`src/hdl/hlr_pkg.sv`:
```
package hlr_pkg;

  localparam int MAX_ROWS  = 32;
  localparam int MAX_COLS  = 32;
  localparam int DATA_BITS = 32;
  localparam int FRAC_BITS = 16;

  localparam int ROW_AW = $clog2(MAX_ROWS);
  localparam int COL_AW = $clog2(MAX_COLS);
  localparam int MAT_AW = ROW_AW + COL_AW;

  localparam int ACTION_W    = 2;
  localparam int POS_W       = 5;
  localparam int CFG_W       = 6;
  localparam int CFG_INDEX_W = 2;

  localparam int PROD_W = 2 * DATA_BITS;
  localparam int RND_W  = 2 * DATA_BITS - FRAC_BITS + 1;
  localparam int SUM_W  = RND_W + 1;

  typedef logic signed [DATA_BITS-1:0] word_t;

  localparam word_t DATA_MAX = {1'b0, {(DATA_BITS-1){1'b1}}};
  localparam word_t DATA_MIN = {1'b1, {(DATA_BITS-1){1'b0}}};

  localparam logic [ACTION_W-1:0] ACT_WRITE_MATRIX = 2'd0;
  localparam logic [ACTION_W-1:0] ACT_WRITE_VECTOR = 2'd1;
  localparam logic [ACTION_W-1:0] ACT_APPLY        = 2'd2;
  localparam logic [ACTION_W-1:0] ACT_READ         = 2'd3;

  localparam logic KIND_READ = 1'b0;
  localparam logic KIND_DONE = 1'b1;

  localparam logic [CFG_INDEX_W-1:0] REG_ROWS_IN_USE = 2'd0;
  localparam logic [CFG_INDEX_W-1:0] REG_COLS_IN_USE = 2'd1;

  localparam logic [CFG_W-1:0] ROWS_RESET = 6'd32;
  localparam logic [CFG_W-1:0] COLS_RESET = 6'd32;

  typedef struct packed {
    logic              update;
    logic              first;
    logic [COL_AW-1:0] col;
    logic [MAT_AW-1:0] addr;
  } tag_t;

  typedef struct packed {
    logic              en;
    logic              update;
    logic              clip;
    logic [COL_AW-1:0] col;
    logic [MAT_AW-1:0] addr;
    word_t             value;
  } wb_t;

endpackage

```
`src/hdl/hlr_mac.sv`:
```
module hlr_mac (
  input  logic           clk,
  input  logic           rst,
  input  logic           issue,
  input  hlr_pkg::tag_t  issue_tag,
  input  hlr_pkg::word_t mat_rd,
  input  hlr_pkg::word_t vec_rd,
  input  hlr_pkg::word_t sum_rd,
  output hlr_pkg::wb_t   wb,
  output logic           busy
);
  import hlr_pkg::*;

  localparam logic signed [PROD_W-1:0] HALF_ACC = PROD_W'(1) << (FRAC_BITS - 1);
  localparam logic signed [PROD_W-1:0] HALF_UPD = PROD_W'(1) << (FRAC_BITS - 2);
  localparam logic signed [SUM_W-1:0]  SUM_MAX  = SUM_W'(DATA_MAX);
  localparam logic signed [SUM_W-1:0]  SUM_MIN  = SUM_W'(DATA_MIN);

  logic v1, v2, v3;
  tag_t tag1, tag2, tag3;

  word_t                     op_a;
  word_t                     old1;
  word_t                     old2;
  word_t                     old3;
  logic signed [PROD_W-1:0]  prod;
  logic signed [PROD_W-1:0]  biased;
  logic signed [PROD_W-1:0]  shifted;
  logic signed [RND_W-1:0]   rnd_next;
  logic signed [RND_W-1:0]   rnd3;
  logic signed [SUM_W-1:0]   acc;

  always_comb begin
    op_a = tag1.update ? sum_rd : mat_rd;
    if (tag1.update) begin
      old1 = mat_rd;
    end else if (tag1.first) begin
      old1 = '0;
    end else begin
      old1 = sum_rd;
    end
  end

  always_comb begin
    biased   = prod + (tag2.update ? HALF_UPD : HALF_ACC);
    shifted  = tag2.update ? (biased >>> (FRAC_BITS - 1)) : (biased >>> FRAC_BITS);
    rnd_next = RND_W'(shifted);
  end

  always_ff @(posedge clk) begin
    if (rst) begin
      v1 <= 1'b0;
      v2 <= 1'b0;
      v3 <= 1'b0;
    end else begin
      v1 <= issue;
      v2 <= v1;
      v3 <= v2;
    end
  end

  always_ff @(posedge clk) begin
    tag1 <= issue_tag;
    prod <= op_a * vec_rd;
    old2 <= old1;
    tag2 <= tag1;
    rnd3 <= rnd_next;
    old3 <= old2;
    tag3 <= tag2;
  end

  always_comb begin
    if (tag3.update) begin
      acc = SUM_W'(old3) - SUM_W'(rnd3);
    end else begin
      acc = SUM_W'(old3) + SUM_W'(rnd3);
    end
    wb.en     = v3;
    wb.update = tag3.update;
    wb.col    = tag3.col;
    wb.addr   = tag3.addr;
    if (acc > SUM_MAX) begin
      wb.value = DATA_MAX;
      wb.clip  = 1'b1;
    end else if (acc < SUM_MIN) begin
      wb.value = DATA_MIN;
      wb.clip  = 1'b1;
    end else begin
      wb.value = DATA_BITS'(acc);
      wb.clip  = 1'b0;
    end
  end

  assign busy = v1 | v2 | v3;
endmodule

```
`config.mk`:
```
export PLATFORM = sky130hd
export DESIGN_NAME = hlr_mac
export DESIGN_NICKNAME = d
export VERILOG_FILES = /design/src/hdl/hlr_pkg.sv /design/src/hdl/hlr_mac.sv
export SDC_FILE = /design/constraint.sdc
export NUM_CORES = 2
export LEC_CHECK = 0
export BUFFER_PORTS_ARGS = -buffer_cell sky130_fd_sc_hd__clkbuf_2
export CORE_UTILIZATION = 60
export CTS_BUF_LIST = sky130_fd_sc_hd__clkbuf_8
export DETAILED_ROUTE_END_ITERATION = 16
export HOLD_SLACK_MARGIN = 0.02
export PLACE_DENSITY = 0.78
export REMOVE_ABC_BUFFERS = 1
export SLEW_MARGIN = 20
export SYNTH_ARGS = -nofsm -noshare
export SYNTH_HDL_FRONTEND = slang
export SYNTH_SLANG_ARGS = --single-unit
```
`constraint.sdc`:
```
create_clock -name clk -period 8.45 [get_ports clk]
set_input_delay 0 -clock clk [delete_from_list [all_inputs] [get_ports clk]]
set_output_delay 0 -clock clk [all_outputs]
set_load 0.005 [all_outputs]
```
==> results.cfg <==
[synth]
synth_seq_cells = 215
ys.warnings.count = 0
yosysTopAreaCellShare_pct = 45.95
synthTopCellsByArea = fa_1, dfxtp_1, inv_1
synthSimpleGateAreaFrac_pct = 17.34
netlist_instances = 5199
yosysMostFrequentCell = fa_1
synthXorXnorAreaFrac_pct = 3.211
synth_top_family_by_area = adder cells
yosysUniqueCellTypes = 76
yosys.area.top_type = fa_1
syn-cell-area_um2 = 47190
synthTopCellsByCount = fa_1, inv_1, nand2_1
synth_compound_area_share_pct = 6.841
synth_ff_type = dfxtp_1
synthMuxAreaShare_pct = 1.265
synthArstFlopShare_pct = 0
synth_adder_area_share_pct = 52.07
synth-edff-count = 0
syn_area_per_cell_um2 = 9.076
seq_area_frac_synth_pct = 9.122

[worst_setup_path]
slowest_stage = fa_1
setup.worst_path.start = tag1[16]$_DFF_P_
cp-endpoint = prod[58]$_DFF_P_
crit_cells = 28
crit_type = reg2reg
cp_num_buf_inv = 8
cp_top_family = adder cells
worst_ep_arrival_time_ns = 8.64
rrSetupSlack_ns = 0.23
crit_path_frequent_cell = fa_1
cp_max_fo = 18
worst_setup_path_start_kind = flip-flop
rr_endpoint = prod[58]$_DFF_P_
required_ns = 8.87
slowest_delay_ns = 0.63
crit_path_end_kind = flip-flop
worstRegToRegCells = 28
r2r-start = tag1[16]$_DFF_P_

[routing]
wl_per_cell_um = 19.55
first_pass_iters = 7
viasPerCell = 5.619
antenna_left = 0
drt_iter0_markers = 2728
wirelength_um = 125600
vias = 36080
drc_errors = 0

[finish]
drive_above_1_share_pct = 8.476
post-route-util_pct = 66.01
fillCellCount = 6099
nets = 6784
area_delta_synth_final_pct = 8.544

[floorplan]
core_um2 = 77590
dieArea_um2 = 79770
boundaryPins = 167
fp.dieH_um = 282.4
start_util_pct = 60.81
die_x_um = 282.4
placementRows = 102

[timing]
fin_crit_sh_pct = 97.28
setup_violations = 0
finalCriticalPeriod_ns = 8.220
finClkSkew_ns = 0.02854
finalSetupTns_ns = 0
hold_ws_ns = 0.1180
tightest_slew_ns = 1.130
max_freq_ghz = 0.1217
slew_headroom_pct = 24.55
hold_viol_final = 0
slew_violations = 0

[clocking]
cts_max_path_buffers = 3
htreeDepth = 2
clk_latency_ns = 0.54
cts_sinks = 215
clk_pin_slew_ns = 0.07
cts_tree = built
clockRootBuffer = clkbuf_8
cts_made_buffers = 36

[place]
place_congestion = 0.9458
portBuffers = 166
place_hpwl_um = 103600

[global_routing]
grt_antenna_before_repair = 3
grt_usage_pct = 32.77
grt.overflow.total = 0
grt_pass1_vias = 38490
grt_pass1_wl_um = 203400
grt_max_degree = 80

[flow_run]
drv_cap = 0

[min_path]
hold_path_class = in2reg

[outcome]
outcome = completed
-- worst min-delay path by stage --
stage             startpoint               end  slack, ns  depth (start not counted)
2_1_floorplan   issue_tag[0]   tag1[0]$_DFF_P_       0.03                          0
3_3_place_gp   issue_tag[14]  tag1[14]$_DFF_P_       0.10                          1
3_5_place_dp   issue_tag[12]  tag1[12]$_DFF_P_       0.10                          1
4_1_cts        issue_tag[14]  tag1[14]$_DFF_P_       0.08                          2
5_1_grt        issue_tag[11]  tag1[11]$_DFF_P_       0.11                          2
6_report        issue_tag[3]   tag1[3]$_DFF_P_       0.12                          2
-- cell families after synthesis --
kind of cell,count (synthesis)
adders and majority gates,1314
DFF,215
buffers and inverters,1267
xor gates and xnor gates,173
AOI/OAI and AO/OA,516
and+or+nand+nor,1659
muxes,55
-- layout by cell type (no fill, tap or decap), drive strengths merged, types with 6 or more instances in the layout --
cell type    instances
a21o                39
nor2b               18
a21oi              158
o21bai              18
o21ai              168
a31o                 6
a211oi              14
o21a                15
dlygate4sd3         83
nand4               29
nand2b              48
and2               508
mux2                37
or3                 13
nand2              703
nand3               61
nor3                36
a211o                9
mux2i               18
dfxtp              215
nor2               159
ha                 231
xnor2              123
fa                1083
o211ai               7
and3                29
clkbuf             210
a31oi               26
buf                131
xor2                50
a41oi                6
or4                  6
or2                 12
inv               1014
nor4                19
-- per-stage QoR --
step / setup WS [ns] / cells / area [um2]
4_1_cts: 0.1599 / 6414 / 50980
6_report: 0.2300 / 6421 / 51220
3_5_place_dp: 0.1921 / 6267 / 49350
2_1_floorplan: -0.9501 / 4935 / 46160
3_3_place_gp: 0.2613 / 6267 / 49350
5_1_grt: -0.07243 / 6421 / 51220
-- what timing repair did --
action | 4_1_cts | 5_1_grt
hold buffers | 83 | 0
resized for setup | 0 | 44
hold endpoints to repair | 52 | 0
setup endpoints to repair | 0 | 45
buffers inserted | 0 | 5
-- per-layer routing --
layer  part of all wire, %  vias to the layer above  global-route usage, %
li1                      -                    16010                      -
met1                    38                    18150                  41.44
met2                    48                     1592                  54.59
met3                   8.5                      331                  6.277
met4                   5.4                        2                  15.02
met5                0.0072                        -                      0
-- cell type report --
cell class	instances	area (um2)	share of cell area, %
multi-input cells	3717	38240	74.65
flip-flops and latches	215	4312	8.418
inverters	1003	3769	7.358
well taps	1040	1301	2.541
clock inverters	21	210.2	0.4104
diodes	1	2.502	0.004886
repair buffers	381	2796	5.460
clock buffers	43	591.8	1.155
-- sequential cells by signal (all words and copies together), names as in the netlist --
name,count
old3,32
v1,1
old2,32
rnd3,49
prod,50
wb,16
v3,1
tag2,16
v2,1
tag1,17
Power is left out: the tool's default activity adds up to more than one toggle a clock period on the data nets, which glitch-free logic cannot reach.
